File: src/rtl/swm_pkg.sv
// ============================================================================
// swm_pkg: shared definitions for the sliding window median filter
// Types, widths, register map and state encoding used by the cell chain,
// the arrival RAM and the top level.
// ============================================================================
package swm_pkg;

    localparam int DATA_W         = 32;  // sample width
    localparam int OUT_W          = 33;  // twice the median, one fraction bit
    localparam int CFG_W          = 7;   // window_size register width
    localparam int APB_DW         = 32;
    localparam int APB_AW         = 2;
    localparam int WINDOW_MAX_DEF = 64;

    localparam logic [APB_AW-1:0] REG_ADDR_WINDOW_SIZE = 2'd0;
    localparam logic [CFG_W-1:0]  WINDOW_SIZE_RESET    = 7'd1;

    // Operation broadcast to every cell of the sorted chain.
    typedef struct packed {
        logic                     clr;
        logic                     ins;
        logic                     del;
        logic signed [DATA_W-1:0] key;
    } swm_cell_op_t;

    // What a cell shows to its two neighbors.
    typedef struct packed {
        logic signed [DATA_W-1:0] val;
        logic                     vld;
        logic                     gt;
    } swm_link_t;

    typedef enum logic [2:0] {
        ST_IDLE,
        ST_DEL_RD,
        ST_DEL,
        ST_INS,
        ST_MED_LO,
        ST_MED_HI
    } swm_state_t;

endpackage

File: src/rtl/swm_ram.sv
// ============================================================================
// swm_ram: arrival order sample memory
// Simple dual port RAM, one write and one registered read per cycle.
// ============================================================================
module swm_ram
    import swm_pkg::*;
#(
    parameter int DEPTH = WINDOW_MAX_DEF,
    parameter int AW    = (DEPTH > 1) ? $clog2(DEPTH) : 1
)
(
    input  logic                     clk,
    input  logic                     we,
    input  logic [AW-1:0]            waddr,
    input  logic signed [DATA_W-1:0] wdata,
    input  logic                     re,
    input  logic [AW-1:0]            raddr,
    output logic signed [DATA_W-1:0] rdata
);

    logic signed [DATA_W-1:0] mem [DEPTH];

    always_ff @(posedge clk)
    begin
        if (we)
        begin
            mem[waddr] <= wdata;
        end
        if (re)
        begin
            rdata <= mem[raddr];
        end
    end

endmodule

File: config.mk
export PLATFORM = sky130hd
export DESIGN_NAME = swm_ram
export DESIGN_NICKNAME = d
export VERILOG_FILES = /design/src/rtl/swm_pkg.sv /design/src/rtl/swm_ram.sv
export SDC_FILE = /design/constraint.sdc
export NUM_CORES = 2
export LEC_CHECK = 0
export BUFFER_PORTS_ARGS = -buffer_cell sky130_fd_sc_hd__buf_2
export CORE_MARGIN = 1
export CORE_UTILIZATION = 44
export CTS_CLUSTER_DIAMETER = 200
export CTS_CLUSTER_SIZE = 8
export DETAILED_ROUTE_END_ITERATION = 10
export GPL_ROUTABILITY_DRIVEN = 0
export SLEW_MARGIN = 0
export SYNTH_ARGS = -nofsm -noshare
export SYNTH_HDL_FRONTEND = slang
export SYNTH_SLANG_ARGS = --single-unit
File: constraint.sdc
create_clock -name clk -period 3.3 [get_ports clk]
set_input_delay 0.165 -clock clk [delete_from_list [all_inputs] [get_ports clk]]
set_output_delay 0.165 -clock clk [all_outputs]
set_load 0.02 [all_outputs]
Yosys cells after proc, flatten, opt, wreduce, memory -nomap -nowiden
Memories as Yosys holds them, arrays and structs flattened. A register that Yosys moved wholly into a read port is not among the register bits.
Cells that the tools add are included.
{"block": "op_classes", "muxes": 2}
{"op": "$mux 1", "n": 2}
{"block": "word_totals", "mem_bits_rw": 2048, "memories": 1, "elab_cells": 3, "register_bits": 0, "out_inout_bits": 32, "in_bits": 47}
{"name": "mem", "words": 64, "word_bits": 32, "rd": 1, "rd_clocked_by_memory_dff": 1, "wr": 1, "line_no": "swm_ram.sv:21", "source": "logic signed [DATA_W-1:0] mem [DEPTH];"}

Longest topological paths before layout
{"block": "depth", "word_depth": 2, "mapped_depth": 10, "mapped_depth_nobuf": 5}

Worst setup path after synthesis
Ideal clock, no wire load.
{"block": "synth_timing", "kind": "input port to flip-flop", "start": "input waddr[3]", "end": "memory mem[48][0], enable pin", "n_path_buf": 1, "setup_time_ns": 0.461, "stages": 4, "slack_ns": -0.025, "t_required_ns": 2.839, "arrival_time_ns": 2.864, "path_cell_list": "clkbuf_1 -> nor2b_1 -> nand4b_1 -> nor3_1"}
{"item": "from (decl)", "line_no": "swm_ram.sv:14", "source": "input logic [AW-1:0] waddr,"}
{"item": "to (decl)", "line_no": "swm_ram.sv:21"}
No word-level cell before the write port.

==> metrics.cfg <==
[status]
status = finished clean

[clock_network]
path_clk_slew_ns = 0.05
cts_inserted_buffers = 309
holdBufCountCts = 27
cts_resized = 0
clock_path_buffers = 4
cts_tree = built
cts_sinks = 2080
clk_latency_ns = 0.93
cts-root-buf = clkbuf_16
cts_setup_buffers = 0
h-tree-depth = 5

[floorplan]
chipWidth_um = 425
dieArea_um2 = 181000
die_height_um = 425
pin_count = 79
rows = 154
start_util_pct = 44.5
core_um2 = 177000

[routing]
wl_per_cell_um = 34.3
post-route-drc-count = 0
drt_iter0_drc = 4528
wl_mm = 212
vias = 38100
antenna_left = 0
drtPass1Iterations = 5
via_per_inst = 6.16

[synth]
yosysSeqAreaShare_pct = 79.2
yosys_warnings = 0
synth_ff_type = edfxtp_1
ys_seq_elements = 2080
synth_cell_types = 33
syn_area_um2 = 78800
synthArstFlopShare_pct = 0
synth_nets = 3371
synth_enable_flop_cells = 2080
synthCells = 3324
avgSynthCellArea_um2 = 23.7

[critical_path]
path_max_fanout = 1
path_buf_inv = 0
critPathLaunchType = flip-flop
critical-path-max-stage-delay_ns = 0.81
crit_top_cell = mux4_2
slowest_stage = o22ai_1
cp_data_required_time_ns = 3.91
worst-setup-path-type = reg -> reg
path_cells = mux4_2, mux4_2, o22ai_1, nor2_1
critical_path_arrival_ns = 3.24
crit_family = multiplexers
end_kind = flip-flop

[layout]
utilization_pct = 52.4
area_growth_pct = 17.7
fin_cells = 6186
nNetsFinal = 3870
fillCellCount = 13300
drive_gt1_share_pct = 33.3

[sta]
clock_skew_ns = 0.0535
slew_headroom_pct = 20.0
max_freq_ghz = 0.380
fin_setup_tns_ns = 0
period_needed_ns = 2.63
rsz0062_at_grt = no
slew_violations = 0
worstMarginPinSlew_ns = 1.20
holdWs_ns = 0.0419
finalHoldViolCount = 0
period_share_pct = 79.7
setup_violations = 0

[grt]
grt_pass1_vias = 38900
grt_max_degree = 65
antenna_found_initial = 17
groute.usage.overall_pct = 23.8
grt_overflow = 0
grt_first_pass_wirelength_mm = 298

[placed_design]
io_buffers = 78
dp_hpwl_mm = 121
dp.cells = 5825

[power]
power_density_nw_per_um2 = 641
ir_drop_uv = 626
design_power_total_mw = 59.5
p_leak_nw = 29.3

[run]
maxCapViolations = 0

[worst_hold_path]
worst_hold_path_type = in -> reg

cell families (layout without fill, tap and decap cells):
group | Yosys count | in the layout | share of synthesized area, %
other cells | 0 | 13 | 0
buf+inv | 182 | 691 | 1.12
mux | 637 | 637 | 16.7
compound gates | 202 | 202 | 1.67
flops | 2080 | 2080 | 79.2
simple gates | 223 | 223 | 1.26
Yosys cell counts (all sizes together) (4+ instances only):
cell / number / area share (%)
a21oi: 62 / 0.39
buf: 108 / 0.77
mux2i: 93 / 1.2
edfxtp: 2080 / 79
a22oi: 12 / 0.11
and3: 4 / 0.032
nor2: 137 / 0.65
nand2b: 8 / 0.063
a311oi: 8 / 0.089
nand3b: 5 / 0.048
mux4: 544 / 16
o221ai: 27 / 0.30
o32ai: 4 / 0.044
nand2: 26 / 0.12
a41o: 4 / 0.051
clkbuf: 74 / 0.35
nand3: 5 / 0.032
nor3: 7 / 0.044
nor2b: 15 / 0.12
o22ai: 84 / 0.67
or3b: 5 / 0.056
power by group:
group | total (mW) | internal [mW] | leakage, nW | switching [mW]
Combinational | 3.04 | 1.12 | 6.63 | 1.92
Clock | 26.9 | 16.7 | 3.93 | 10.2
Sequential | 29.5 | 29.4 | 18.7 | 0.106
Total | 59.5 | 47.2 | 29.3 | 12.2
per-stage QoR:
stage          worst slack, ns  cell area (µm²)
6_report                 0.669            92800
5_1_grt                  0.809            92800
4_1_cts                  0.764            92700
3_5_place_dp            0.0315            84500
3_3_place_gp           0.00771            84500
2_1_floorplan            0.483            78800
routing by layer:
layer	vias to the layer above	routed length (µm)	share of wire, %	GRT usage [%]
met3	326	16900	8.0	4.56
met2	1749	100000	47	36.7
met5	-	50	0.024	0
met4	8	7830	3.7	9.11
met1	20800	87000	41	33.7
li1	15200	-	-	-
placed cells by master, fill, tap and decap left out, drive strengths merged, types with 5 or more instances in the layout:
| cell | Yosys | final |
|---|---|---|
| edfxtp | 2080 | 2080 |
| mux4 | 544 | 544 |
| buf | 108 | 343 |
| clkbuf | 74 | 318 |
| nor2 | 137 | 137 |
| mux2i | 93 | 93 |
| o22ai | 84 | 84 |
| a21oi | 62 | 62 |
| o221ai | 27 | 27 |
| dlygate4sd3 | 0 | 27 |
| nand2 | 26 | 26 |
| nor2b | 15 | 15 |
| diode | 0 | 13 |
| a22oi | 12 | 12 |
| a311oi | 8 | 8 |
| nand2b | 8 | 8 |
| nor3 | 7 | 7 |
| nand3b | 5 | 5 |
| nand3 | 5 | 5 |
| or3b | 5 | 5 |
path summary, 6_finish.rpt:
kind	start	end	slack, ns	cells past startpoint
hold reg to reg	mem[13][17]	rdata[17]	0.81	4
setup / recovery	mem[14][1]	rdata[1]	0.67	4
hold / removal	wdata[25]	mem[31][25]	0.04	1
setup reg to reg	mem[14][1]	rdata[1]	0.67	4
sequential cells by signal, indices dropped and copies added, names as in the netlist:
name   cells
rdata     32
mem     2048
layout make-up:
class	instances	area, µm²	area share (%)
Multi-Input combinational cell	1062	16000	17.2
Timing Repair Buffer	370	3390	3.65
Clock inverter	3	33.8	0.0364
Tap cell	2340	2930	3.16
Antenna cell	13	32.5	0.0351
Sequential cell	2080	62500	67.3
Clock buffer	318	7960	8.58
(Power assumes the default switching activity.)
