<file path="src/rtl/swm_pkg.sv">
// ============================================================================
// swm_pkg: shared definitions for the sliding window median filter
// Types, widths, register map and state encoding used by the cell chain,
// the arrival RAM and the top level.
// ============================================================================
package swm_pkg;

    localparam int DATA_W         = 32;  // sample width
    localparam int OUT_W          = 33;  // twice the median, one fraction bit
    localparam int CFG_W          = 7;   // window_size register width
    localparam int APB_DW         = 32;
    localparam int APB_AW         = 2;
    localparam int WINDOW_MAX_DEF = 64;

    localparam logic [APB_AW-1:0] REG_ADDR_WINDOW_SIZE = 2'd0;
    localparam logic [CFG_W-1:0]  WINDOW_SIZE_RESET    = 7'd1;

    // Operation broadcast to every cell of the sorted chain.
    typedef struct packed {
        logic                     clr;
        logic                     ins;
        logic                     del;
        logic signed [DATA_W-1:0] key;
    } swm_cell_op_t;

    // What a cell shows to its two neighbors.
    typedef struct packed {
        logic signed [DATA_W-1:0] val;
        logic                     vld;
        logic                     gt;
    } swm_link_t;

    typedef enum logic [2:0] {
        ST_IDLE,
        ST_DEL_RD,
        ST_DEL,
        ST_INS,
        ST_MED_LO,
        ST_MED_HI
    } swm_state_t;

endpackage

</file>
<file path="src/rtl/swm_cell.sv">
// ============================================================================
// swm_cell: one cell of the sorted value chain
// Holds one value of the ascending multiset and shifts it toward or away
// from its neighbors on an insert or a delete.
// ============================================================================
module swm_cell
    import swm_pkg::*;
(
    input  logic         clk,
    input  logic         rst_n,
    input  swm_cell_op_t op,
    input  swm_link_t    left,
    input  swm_link_t    right,
    output swm_link_t    link
);

    logic signed [DATA_W-1:0] val_reg;
    logic signed [DATA_W-1:0] val_next;
    logic                     vld_reg;
    logic                     vld_next;
    logic                     gt;
    logic                     ge;

    // An empty cell behaves as if it held plus infinity.
    assign gt = !vld_reg || (val_reg > op.key);
    assign ge = !vld_reg || (val_reg >= op.key);

    always_comb
    begin
        val_next = val_reg;
        vld_next = vld_reg;
        if (op.clr)
        begin
            vld_next = 1'b0;
        end
        else if (op.ins)
        begin
            if (left.gt)
            begin
                val_next = left.val;
                vld_next = left.vld;
            end
            else if (gt)
            begin
                val_next = op.key;
                vld_next = 1'b1;
            end
        end
        else if (op.del)
        begin
            // The first cell at or above the key holds the value to drop.
            if (ge)
            begin
                val_next = right.val;
                vld_next = right.vld;
            end
        end
    end

    always_ff @(posedge clk or negedge rst_n)
    begin
        if (!rst_n)
        begin
            vld_reg <= 1'b0;
        end
        else
        begin
            vld_reg <= vld_next;
        end
    end

    always_ff @(posedge clk)
    begin
        val_reg <= val_next;
    end

    assign link.val = val_reg;
    assign link.vld = vld_reg;
    assign link.gt  = gt;

endmodule

</file>
<file path="config.mk">
export PLATFORM = sky130hd
export DESIGN_NAME = swm_cell
export DESIGN_NICKNAME = d
export VERILOG_FILES = /design/src/rtl/swm_pkg.sv /design/src/rtl/swm_cell.sv
export SDC_FILE = /design/constraint.sdc
export NUM_CORES = 1
export LEC_CHECK = 0
export ABC_CLOCK_PERIOD_IN_PS = 4100
export BUFFER_PORTS_ARGS = -buffer_cell sky130_fd_sc_hd__buf_2
export CAP_MARGIN = 30
export CORE_ASPECT_RATIO = 0.7
export CORE_MARGIN = 4
export CORE_UTILIZATION = 46
export CTS_CLUSTER_SIZE = 10
export DETAILED_ROUTE_END_ITERATION = 12
export PLACE_DENSITY = 0.82
export SYNTH_ARGS = -nofsm -noshare
export SYNTH_HDL_FRONTEND = slang
export SYNTH_SLANG_ARGS = --single-unit
</file>
<file path="constraint.sdc">
create_clock -name clk -period 4.1 [get_ports clk]
set_clock_uncertainty 0.15 [all_clocks]
set_input_delay 0.615 -clock clk [delete_from_list [all_inputs] [get_ports clk]]
set_output_delay 0.615 -clock clk [all_outputs]
set_load 0.02 [all_outputs]
</file>
---- Word-level counts from Yosys, hierarchy flattened ----
Cells that the tools add are included.
word-level totals
  logic and storage cells ................. 27
  register bits ........................... 33
operators by class
  bitwise logic cells ..................... 1
  equal/unequal tests ..................... 2
  order comparisons ....................... 2
  reductions and logical operators ........ 9
  muxes and demuxes ....................... 11
operator list
  cell                                           count
  2-to-1 mux 32 bit                              5
  greater-or-equal comparator 32 bit             1
  > comparator 32 bit                            1
  2-to-1 mux 1 bit                               6
  nonzero test 3 bit                             2
  != test 4 x 1 -> 1 bit, second input constant  1
  AND reduction 4 bit                            1
  nonzero test 2 bit                             2
  != test 3 x 1 -> 1 bit, second input constant  1
  AND reduction 3 bit                            1
  logical OR 1 bit                               2
  zero test 1 bit                                1
  inverter 1 bit                                 1

---- Longest topological paths before layout ----
Gate-level depths: netlist of run 1.
  word-level depth ........................ 6
  depth in mapped cells ................... 9

---- Worst setup path before layout of run 1 ----
No wires, ideal clock.
  path type ............................... input -> register
  start ................................... input port op[23] (netlist bit)
  end ..................................... register val_reg[0], enable pin
  arrival time ............................ 3.255 ns
  path buffers ............................ 0
  stages .................................. 8
  data required time ...................... 3.528 ns
  setup time .............................. 0.422 ns
  setup slack ............................. 0.273 ns
  cell sequence ........................... inv_1 -> ha_1 -> nand4_2 -> nor4_4 -> nand2b_1 -> o2111ai_2 -> o21ai_2 -> a311oi_2
between the ends
  word-level cells in the longest chain between the ends .. 4
ends and longest elaborated chain
  element                                                                        line                            source
  start, declared                                                                swm_cell.sv:11                  input swm_cell_op_t op,
  > comparator 32 bit or greater-or-equal comparator 32 bit (tied branches)      swm_cell.sv:25, swm_cell.sv:26
  logical OR 1 bit (on tied branches)                                            swm_cell.sv:25, swm_cell.sv:26
  != test 3 x 1 -> 1 bit (no source line) or nonzero test 2 bit (tied branches)  n/a
  AND reduction 4 bit (no source line) (*)                                       n/a
  end signal, assigned                                                           swm_cell.sv:74                  val_reg <= val_next;
  end, declared                                                                  swm_cell.sv:17                  logic signed [DATA_W-1:0] val_reg;
Mark *: on every way between the ends. The rest lies on a longest branch, timed or not.
A chain may end at the register's enable or synchronous reset.

==> results.py, run 1 <==
metrics = {
    "status": {
        "outcome": "complete, no violations",
    },
    "power_and_ir_drop": {
        "worst_ir_drop_vdd_mv": 0.168,
        "p_leak_uw": 0.00175,
        "p_per_area_nw_per_um2": 274,
    },
    "worst_setup_path": {
        "worst_path_max_delay_cell": "sky130_fd_sc_hd__a221oi_1",
        "critical_path_start_end_classification": "primary input to primary output",
        "timing.reg2reg.setup_slack_ns": 1.21,
        "setup.worst_path.end_class": "primary output",
        "critPathMaxStageDelay_ns": 0.39,
        "cp_max_fo": 3,
        "reg2reg_launch_point": "val_reg[23]$_DFFE_PP_",
        "crit_chain": "buf_2, inv_1, ha_1, a21oi_1, nand2_1, a221oi_1, o2111ai_2, o21ai_2, nand2_1, buf_2",
        "timing.critical_path.from": "op[10]",
        "arrival_time_reported_for_the_critical_path_endpoint_ns": 2.39,
        "worstPathRequired_ns": 3.34,
        "critical_path.startpoint_type": "primary input",
    },
    "routing": {
        "drt_iter0_drc": 74,
        "1st_pass_router_iterations": 4,
        "vias": 2401,
        "antenna_left": 0,
        "remaining_drc_errors": 0,
        "final_wirelength_um": 6880,
        "wl_per_cell_um": 14.5,
        "post_drt_via_cell_ratio": 5.07,
    },
    "sta": {
        "timing.final.hold_violations": 0,
        "fin_crit_sh": 0.769,
        "finalWorstPathRequiredPeriod_ns": 3.15,
        "setup-violations-final": 0,
        "max_slew.worst_pin.slew_ns": 0.554,
        "rsz0062_at_grt": "no",
        "setup_tns_ns": 0,
        "max-slew-margin-rel": 0.631,
        "final_max_slew_viol_count": 0,
        "max_freq_mhz": 317,
    },
    "yosys": {
        "ys_seq_area_frac": 0.382,
        "synth_top_cell_area_share": 0.372,
        "count_of_distinct_cell_types_in_the_synthesized_netlist": 36,
        "yosysWarningCount": 0,
        "post_synth_net_total": 404,
        "synth_top_cells_by_area": "sky130_fd_sc_hd__edfxtp_1 37%, sky130_fd_sc_hd__ha_1 16%, sky130_fd_sc_hd__mux2i_1 12%",
        "synth_seq_cells": 33,
        "mapped_avg_cell_area_um2": 9.67,
        "yosys.area.top_type": "sky130_fd_sc_hd__edfxtp_1",
        "netlist_instances": 267,
        "syn_area_um2": 2580,
    },
    "final_layout": {
        "diodes_inserted": 0,
        "syn_to_final_growth_pct": 32.4,
        "ff_latch_area_um2": 986,
        "number_of_flip_flops_under_the_largest_register_name": 32,
        "post_route_cells_drive_above_1_share": 0.386,
        "layout.nets": 539,
        "area_of_the_multi_input_gates_um2": 1420,
        "n_fill_cell": 490,
        "stdcell_area_um2": 3420,
    },
    "placed_design": {
        "port-buffer-count": 137,
        "gp_routability_congestion": 0.844,
        "dpl_cell_area_um2": 3330,
        "dp.final_hpwl_um": 5590,
    },
    "die": {
        "placement_rows": 22,
        "floorplan.die_area_um2": 6900,
        "die_h_um": 70.7,
        "pin_count": 139,
        "chipWidth_um": 97.6,
        "core_area_um2": 5340,
        "initial_core_util": 0.484,
    },
    "clocking": {
        "num_cts_buffers": 5,
        "cts_tree": "yes",
        "clk_root_buffer_cell": "sky130_fd_sc_hd__clkbuf_8",
        "htreeDepth": 2,
        "clk_path_buf_depth": 2,
        "number_of_sinks_on_the_clock_net": 33,
        "cts.reportedPaths.clkPinSlew_ns": 0.06,
        "clock_latency_ns": 0.27,
    },
    "grt": {
        "grt_pass1_wl_um": 10700,
        "maximum_number_of_pins_on_one_net_before_global_route_repair": 59,
        "global_route.usage.total": 0.189,
        "global_route.overflow_total": 0,
        "grt_pass1_vias": 2366,
        "initial_antenna_violation_count": 0,
    },
    "hold_path": {
        "hold_path.class": "flip-flop to flip-flop",
        "worst_hold_startpoint": "vld_reg$_DFFE_PN0P_",
    },
    "job": {
        "maxCapViolations": 0,
    },
}
[kinds of logic after synthesis]
group | after synthesis | share of synthesized area
compound gates | 62 | 0.144
simple gates | 60 | 0.118
buf+inv | 47 | 0.0727
mux | 33 | 0.128
flops | 33 | 0.382
fa+ha+maj | 32 | 0.155
[worst max-delay path: cells and delay by family]
family                     cells  cell delay (ns)
buffers and inverters          3             0.30
AOI/OAI and AO/OA              4             0.99
adders and majority gates      1             0.33
and+or+nand+nor                2             0.16
[final timing paths]
path                                          to  cells after the start
hold reg to reg              vld_reg$_DFFE_PN0P_                      1
hold / removal               vld_reg$_DFFE_PN0P_                      1
setup reg to reg           val_reg[25]$_DFFE_PP_                      8
min in group asynchronous    vld_reg$_DFFE_PN0P_                      2
setup / recovery                         link[0]                     10
max in group asynchronous    vld_reg$_DFFE_PN0P_                      2
[synthesized netlist by cell type (all sizes together)]
master   instances
edfxtp          32
a21oi           45
dfrtp            1
o21bai           1
o22ai            1
buf              7
o21a             2
nand4            8
nand2            7
o211ai           1
mux2             1
a41o             1
o31a             1
inv             34
o21ai            4
mux2i           32
nor2            35
a21boi           2
ha              32
a2111oi          1
a221oi           1
nand2b           1
o2111ai          1
clkbuf           6
nor2b            1
nand3            5
a311oi           1
nor4             2
nor3             1
[metrics by stage]
step	utilization	hold WS (ns)	worst slack [ns]	instances	power [uW]
floorplan	-	0.169	0.273	267	601
global placement	0.624	0.243	0.926	466	703
detailed placement	0.624	0.246	0.892	466	716
CTS	0.640	0.479	0.943	474	944
global route	0.640	0.507	0.769	474	989
finish	0.640	0.504	0.947	474	937
[cell type report]
type	count	share of cell area
clock buffer	6	0.0212
sequential	33	0.288
multi-input combinational	187	0.415
tap	72	0.0264
inverter	34	0.0373
timing repair buffer	141	0.210
clock inverter	1	0.00110
[what timing repair did]
| item | 4_1_cts | 5_1_grt |
|---|---|---|
| hold endpoints to repair | 1 | 0 |
| hold buffers | 1 | 0 |
| gates resized for setup | 0 | 0 |
| endpoints found under the setup margin | 0 | 0 |
| setup buffers | 0 | 0 |
[cell usage in the layout, fill, tap and decap left out, drive strengths merged, types with 2 or more instances in the layout]
master / Yosys / final
a21boi: 2 / 2
nor4: 2 / 2
nand3: 5 / 5
edfxtp: 32 / 32
a21oi: 45 / 45
buf: 7 / 140
nand2: 7 / 7
inv: 34 / 34
mux2i: 32 / 32
ha: 32 / 32
clkbuf: 6 / 6
o21ai: 4 / 4
nor2: 35 / 35
o21a: 2 / 2
nand4: 8 / 8
[report_power, final]
group / internal (uW) / switching [uW] / total (uW)
registers: 405 / 14.3 / 419
clock network: 115 / 113 / 228
logic: 124 / 165 / 290
total: 644 / 293 / 937
[routing by layer]
| metal | GRT usage | vias up | wire (um) |
|---|---|---|---|
| li1 | - | 1233 | - |
| met1 | 0.241 | 1094 | 3090 |
| met2 | 0.331 | 70 | 3300 |
| met3 | 0.0443 | 4 | 449 |
| met4 | 0.0369 | 0 | 43 |
| met5 | 0 | - | 0 |
Note: power is estimated with default switching activity, not from simulation.
==> run 2: changes to the inputs <==
==> config.mk (replaced) <==
export PLATFORM = sky130hd
export DESIGN_NAME = swm_cell
export DESIGN_NICKNAME = d
export VERILOG_FILES = /design/src/rtl/swm_pkg.sv /design/src/rtl/swm_cell.sv
export SDC_FILE = /design/constraint.sdc
export NUM_CORES = 1
export LEC_CHECK = 0
export ABC_AREA = 1
export ABC_CLOCK_PERIOD_IN_PS = 2900
export BUFFER_PORTS_ARGS = -buffer_cell sky130_fd_sc_hd__buf_2
export CAP_MARGIN = 30
export CORE_ASPECT_RATIO = 0.7
export CORE_MARGIN = 4
export CORE_UTILIZATION = 41
export CTS_CLUSTER_SIZE = 10
export DETAILED_ROUTE_END_ITERATION = 12
export PLACE_DENSITY = 0.77
export SYNTH_ARGS = -nofsm -noshare
export SYNTH_HDL_FRONTEND = slang
export SYNTH_SLANG_ARGS = --single-unit
==> constraint.sdc (replaced) <==
create_clock -name clk -period 2.9 [get_ports clk]
set_clock_uncertainty 0.15 [all_clocks]
set_input_delay 0.435 -clock clk [delete_from_list [all_inputs] [get_ports clk]]
set_output_delay 0.435 -clock clk [all_outputs]
set_load 0.02 [all_outputs]
==> run 2 against run 1 <==
  * Global-route usage up 0.54 points
  * Via count up 15%
  * Critical path depth is 3 higher
  * Routed wire length up 9.1%
  * Non-clock buffer count grew 3
  * Largest power group unchanged
==> results.py, run 2 <==
metrics = {
    "status": {
        "outcome": "complete, no violations",
    },
    "routing": {
        "post_drt_via_cell_ratio": 4.93,
        "routedLengthMet1_um": 3240,
        "antenna_left": 0,
        "final_wirelength_um": 7510,
        "wl_per_cell_um": 13.4,
        "routed_length_on_met2_um": 3580,
        "drt_iter0_drc": 85,
        "remaining_drc_errors": 0,
        "top_signal_layer_used": "met4",
        "1st_pass_router_iterations": 4,
        "met3_wirelength_um": 625,
        "vias": 2763,
    },
    "hold_path": {
        "hold_path.class": "primary input to flip-flop",
    },
    "clocking": {
        "cts_hold_repair.buffers": 1,
        "htreeDepth": 2,
        "number_of_sinks_on_the_clock_net": 33,
        "cts_tree": "yes",
        "post-cts-setup-buffers": 0,
        "clk_root_buffer_cell": "sky130_fd_sc_hd__clkbuf_8",
        "cts_resized": 0,
        "clock_latency_ns": 0.28,
        "clk_path_buf_depth": 2,
        "num_cts_buffers": 5,
        "cts.reportedPaths.clkPinSlew_ns": 0.07,
    },
    "worst_setup_path": {
        "critical_path.startpoint_type": "flip-flop",
        "worstPathRequired_ns": 2.32,
        "cp_max_fo": 2,
        "arrival_time_reported_for_the_critical_path_endpoint_ns": 2.04,
        "critical_path_start_end_classification": "flip-flop to primary output",
        "setup.worst_path.end_class": "primary output",
    },
    "yosys": {
        "ys_seq_area_frac": 0.378,
        "async_reset_ff_frac": 0.0303,
        "yosysWarningCount": 0,
        "synth_top_cell_area_share": 0.368,
        "syn_area_um2": 2610,
        "ys_dominant_reg_cell": "sky130_fd_sc_hd__edfxtp_1",
        "mapped_avg_cell_area_um2": 7.55,
        "synth_seq_cells": 33,
        "yosys.area.top_type": "sky130_fd_sc_hd__edfxtp_1",
        "post_synth_net_total": 483,
        "count_of_distinct_cell_types_in_the_synthesized_netlist": 22,
        "synth_commonest_cells": "75 x sky130_fd_sc_hd__nand2_1, 67 x sky130_fd_sc_hd__o21ai_0, 42 x sky130_fd_sc_hd__inv_1, 42 x sky130_fd_sc_hd__nor2_1",
        "yosysMostFrequentCell": "sky130_fd_sc_hd__nand2_1",
        "synth_top_cells_by_area": "sky130_fd_sc_hd__edfxtp_1 37%, sky130_fd_sc_hd__ha_1 15%, sky130_fd_sc_hd__o21ai_0 13%",
        "edff_count_synth": 32,
        "netlist_instances": 346,
    },
    "final_layout": {
        "most_common_library_cell_in_the_layout_ignoring_fill_and_taps": "sky130_fd_sc_hd__buf_2",
        "post_route_cells_drive_above_1_share": 0.327,
        "number_of_flip_flops_under_the_largest_register_name": 32,
        "highest_count_cells_in_the_layout_ignoring_fill_and_taps": "137 x sky130_fd_sc_hd__buf_2, 75 x sky130_fd_sc_hd__nand2_1, 67 x sky130_fd_sc_hd__o21ai_0",
        "diodes_inserted": 0,
        "post-route-util": 0.564,
        "layout.nets": 619,
        "syn_to_final_growth_pct": 34.2,
    },
    "die": {
        "initial_core_util": 0.420,
        "core_area_um2": 6220,
        "pin_count": 139,
        "chipWidth_um": 103,
        "placement_rows": 24,
        "die_h_um": 74.8,
        "floorplan.die_area_um2": 7730,
    },
    "power_and_ir_drop": {
        "worst_ir_drop_vdd_mv": 0.228,
        "p_leak_uw": 0.00183,
        "p_per_area_nw_per_um2": 387,
    },
    "sta": {
        "finalWorstPathRequiredPeriod_ns": 2.63,
        "max_freq_mhz": 381,
        "fin_crit_sh": 0.905,
        "post_layout_worst_setup_margin_ns": 0.275,
        "max_slew.worst_pin.slew_ns": 0.364,
        "setup_tns_ns": 0,
        "setup-violations-final": 0,
        "whs_ns": 0.284,
        "max-slew-margin-rel": 0.758,
        "rsz0062_at_grt": "no",
        "timing.final.hold_violations": 0,
        "final_max_slew_viol_count": 0,
    },
    "grt": {
        "grt_pass1_vias": 2556,
        "global_route.overflow_total": 0,
        "initial_antenna_violation_count": 0,
        "grt_pass1_wl_um": 11600,
        "maximum_number_of_pins_on_one_net_before_global_route_repair": 34,
        "global_route.usage.total": 0.194,
    },
    "job": {
        "maxCapViolations": 0,
    },
    "placed_design": {
        "port-buffer-count": 137,
        "dp.final_hpwl_um": 6000,
        "preCtsSetupSlack_ns": 0.227,
        "gp_routability_congestion": 0.800,
    },
}
==> run 2: worst max-delay path, stage by stage, from the launching register on <==
cell	delay, ns
sky130_fd_sc_hd__edfxtp_1	0.38
sky130_fd_sc_hd__ha_1	0.30
sky130_fd_sc_hd__a21oi_1	0.19
sky130_fd_sc_hd__nor2_1	0.07
sky130_fd_sc_hd__nor2_1	0.08
sky130_fd_sc_hd__nand2_1	0.08
sky130_fd_sc_hd__nand2_1	0.06
sky130_fd_sc_hd__nand2_1	0.05
sky130_fd_sc_hd__nand2_1	0.07
sky130_fd_sc_hd__nand2_1	0.05
sky130_fd_sc_hd__nand2_1	0.07
sky130_fd_sc_hd__nand3_1	0.09
sky130_fd_sc_hd__nand2_1	0.09
sky130_fd_sc_hd__buf_2	0.17
==> run 2: logic make-up after synthesis <==
kind of cell             share of synthesized area
flip-flops                                   0.378
AO/OA/AOI/OAI                                0.168
AND/OR/NAND/NOR                              0.214
adder cells (fa/ha/maj)                      0.153
buffers and inverters                       0.0877
==> run 2: path summary, 6_finish.rpt <==
kind / start / endpoint / slack (ns) / cells after the start
setup / recovery: val_reg[5]$_DFFE_PP_ / link[0] / 0.27 / 13
hold / removal: right[24] / val_reg[22]$_DFFE_PP_ / 0.28 / 3
setup reg to reg: val_reg[5]$_DFFE_PP_ / val_reg[26]$_DFFE_PP_ / 0.40 / 15
hold reg to reg: vld_reg$_DFFE_PN0P_ / vld_reg$_DFFE_PN0P_ / 0.42 / 2
max in group asynchronous: rst_n / vld_reg$_DFFE_PN0P_ / 2.20 / 2
min in group asynchronous: rst_n / vld_reg$_DFFE_PN0P_ / 0.32 / 2
==> run 2: per-layer routing <==
layer | vias up | GRT usage
met1 | 1233 | 0.240
li1 | 1421 | -
met3 | 6 | 0.0546
met4 | 0 | 0.0417
met5 | - | 0
met2 | 103 | 0.340
==> run 2: report_power, final <==
part	internal (uW)	switching (uW)	leakage, uW
clock	166	165	0.0000450
combinational	177	251	0.00147
sequential	576	22.3	0.000319
total	920	438	0.00183
==> run 2: cell type report <==
cell class,instances,area [um2]
fill,606,2710
multi-input combinational,254,1410
sequential,33,986
timing repair buffer,144,766
inverter,44,165
tap,78,97.6
clock buffer,6,72.6
clock inverter,2,10.0
==> run 2: stage by stage <==
| step | power [uW] | std cells | area, um2 |
|---|---|---|---|
| CTS | 1370 | 561 | 3500 |
| detailed placement | 1040 | 552 | 3410 |
| floorplan | 858 | 346 | 2620 |
| finish | 1360 | 561 | 3500 |
| global route | 1460 | 561 | 3500 |
| global placement | 1020 | 552 | 3410 |
==> run 3: changes to the inputs <==
--- a/config.mk
+++ b/config.mk
@@ -14,6 +14,7 @@
 export CORE_UTILIZATION = 41
 export CTS_CLUSTER_SIZE = 10
 export DETAILED_ROUTE_END_ITERATION = 12
+export GPL_TIMING_DRIVEN = 0
 export PLACE_DENSITY = 0.77
 export SYNTH_ARGS = -nofsm -noshare
 export SYNTH_HDL_FRONTEND = slang
==> run 3 against run 2 <==
  * Global-route usage increased by 1.2 points
  * Largest power group unchanged
  * Core utilization increased by 2.2 points
  * Sequential power about the same
  * Final area increased by 4.0%
  * Sequential cell count unchanged
  * Power increased by 9.5%
  * Die area unchanged
  * Worst hold slack got worse by 0.010 ns
  * Final cell count increased by 2.1%
  * Clock-buffer cell count unchanged
  * Critical path type unchanged
==> results.py, run 3 (synthesis results as in run 2) <==
metrics = {
    "final_layout": {
        "layout.nets": 631,
        "diodes_inserted": 0,
        "most_common_library_cell_in_the_layout_ignoring_fill_and_taps": "sky130_fd_sc_hd__buf_2",
        "post_route_cells_drive_above_1_share": 0.331,
        "n_fill_cell": 618,
        "final_cells": 573,
        "highest_count_cells_in_the_layout_ignoring_fill_and_taps": "136 x sky130_fd_sc_hd__buf_2, 75 x sky130_fd_sc_hd__nand2_1, 67 x sky130_fd_sc_hd__o21ai_0",
        "number_of_flip_flops_under_the_largest_register_name": 32,
        "syn_to_final_growth_pct": 39.5,
    },
    "hold_path": {
        "worst_hold_startpoint": "right[20]",
        "worst_hold_path.num_cells": 3,
        "worst_hold_path_endpoint": "val_reg[18]$_DFFE_PP_",
        "hold_path.class": "primary input to flip-flop",
    },
    "clocking": {
        "cts.reportedPaths.clkPinSlew_ns": 0.07,
        "clk_root_buffer_cell": "sky130_fd_sc_hd__clkbuf_8",
        "htreeDepth": 2,
        "clock_latency_ns": 0.29,
        "num_cts_buffers": 5,
        "cts_tree": "yes",
        "clk_path_buf_depth": 2,
        "number_of_sinks_on_the_clock_net": 33,
    },
    "grt": {
        "grt_pass1_wl_um": 12400,
        "grt_pass1_vias": 2699,
        "global_route.usage.total": 0.207,
        "maximum_number_of_pins_on_one_net_before_global_route_repair": 19,
        "global_route.overflow_total": 0,
        "initial_antenna_violation_count": 0,
    },
    "sta": {
        "rsz0062_at_grt": "no",
        "whs_ns": 0.274,
        "setup-violations-final": 0,
        "max_freq_mhz": 370,
        "max-slew-margin-rel": 0.668,
        "timing.final.hold_violations": 0,
        "finalWorstPathRequiredPeriod_ns": 2.70,
        "fin_crit_sh": 0.931,
        "max_slew.worst_pin.slew_ns": 0.498,
        "final_max_slew_viol_count": 0,
    },
    "worst_setup_path": {
        "cp_max_fo": 4,
        "critical_path_start_end_classification": "flip-flop to primary output",
        "rr_endpoint": "val_reg[14]$_DFFE_PP_",
        "worstPathRequired_ns": 2.32,
        "setup.worst_path.end_class": "primary output",
        "reg2reg_launch_point": "val_reg[5]$_DFFE_PP_",
        "timing.reg2reg.setup_slack_ns": 0.32,
        "arrival_time_reported_for_the_critical_path_endpoint_ns": 2.11,
        "worst_r2r_path_depth": 15,
        "critical_path.startpoint_type": "flip-flop",
    },
    "placed_design": {
        "gp_routability_congestion": 0.800,
        "port-buffer-count": 136,
        "place_inst": 561,
        "dp.final_hpwl_um": 6410,
    },
    "routing": {
        "1st_pass_router_iterations": 4,
        "wl_per_cell_um": 13.8,
        "remaining_drc_errors": 0,
        "antenna_left": 0,
        "final_wirelength_um": 7900,
        "drt_iter0_drc": 92,
        "vias": 2758,
        "post_drt_via_cell_ratio": 4.81,
    },
    "die": {
        "die_h_um": 74.8,
        "placement_rows": 24,
        "chipWidth_um": 103,
        "initial_core_util": 0.420,
        "floorplan.die_area_um2": 7730,
        "pin_count": 139,
        "core_area_um2": 6220,
    },
    "power_and_ir_drop": {
        "p_per_area_nw_per_um2": 408,
        "worst_ir_drop_vdd_mv": 0.188,
        "p_leak_uw": 0.00186,
    },
    "status": {
        "outcome": "complete, no violations",
    },
    "job": {
        "maxCapViolations": 0,
    },
}
run 3: where the power goes:
group / leakage, uW / internal (uW) / switching [uW]
Combinational: 0.00149 / 192 / 260
Clock: 0.0000528 / 254 / 180
Sequential: 0.000319 / 576 / 24.1
run 3: worst max-delay path, cell delays in order, from the launching register on:
cell and delay (ns):
sky130_fd_sc_hd__edfxtp_1 0.44, sky130_fd_sc_hd__ha_4 0.32, sky130_fd_sc_hd__nand2_2 0.07, sky130_fd_sc_hd__nor2_4 0.12, sky130_fd_sc_hd__nand2_2 0.07, sky130_fd_sc_hd__inv_1 0.09
sky130_fd_sc_hd__nand4_1 0.11, sky130_fd_sc_hd__nor3_2 0.11, sky130_fd_sc_hd__inv_1 0.06, sky130_fd_sc_hd__nand3_2 0.08, sky130_fd_sc_hd__nand2_1 0.07, sky130_fd_sc_hd__buf_4 0.14
sky130_fd_sc_hd__buf_2 0.15
run 3: what timing repair did:
action	4_1_cts	5_1_grt
gates resized for setup	0	8
hold buffers	1	0
setup buffers	2	1
endpoints found under the setup margin	18	1
hold endpoints to repair	1	0
pin swaps	1	0
run 3: through the flow:
| step | setup TNS, ns | worst slack [ns] | total power (uW) | area (um2) | util |
|---|---|---|---|---|---|
| floorplan | 0 | 0.125 | 858 | 2620 | - |
| global placement | -11.05 | -0.347 | 1020 | 3400 | 0.547 |
| detailed placement | -3.96 | -0.200 | 1040 | 3430 | 0.552 |
| CTS | 0 | 0.143 | 1490 | 3570 | 0.575 |
| global route | 0 | 0.00668 | 1580 | 3640 | 0.586 |
| finish | 0 | 0.201 | 1490 | 3640 | 0.586 |
run 3: worst max-delay path by stage:
stage                     cells past startpoint                  start  slack, ns                    end
final                                        12  val_reg[31]$_DFFE_PP_       0.20                link[0]
after global routing                         14   val_reg[5]$_DFFE_PP_      0.007                link[0]
after CTS                                    10  val_reg[29]$_DFFE_PP_       0.14                link[0]
after detailed placement                     14                 op[29]      -0.20  val_reg[13]$_DFFE_PP_
after global placement                       13                 op[29]      -0.35  val_reg[17]$_DFFE_PP_
after floorplan                              11  val_reg[31]$_DFFE_PP_       0.12   val_reg[0]$_DFFE_PP_
run 3: layout make-up:
class / instances / area (um2) / share of cell area
plain buffers: 15 / 63.8 / 0.0175
clock buffers: 6 / 72.6 / 0.0199
clock inverters: 2 / 33.8 / 0.00927
inverters: 44 / 165 / 0.0453
multi-input cells: 254 / 1470 / 0.404
flip-flops and latches: 33 / 986 / 0.271
well taps: 78 / 97.6 / 0.0268
repair buffers: 141 / 753 / 0.207
run 3: layer usage:
metal  wire length, um  global-route usage  part of all wire  up-vias
met4                70              0.0546            0.0089        0
met3               622              0.0528             0.079        6
met5                 0                   0                 0        -
met2              3740               0.342              0.47      100
met1              3460               0.271              0.44     1207
li1                  -                   -                 -     1445
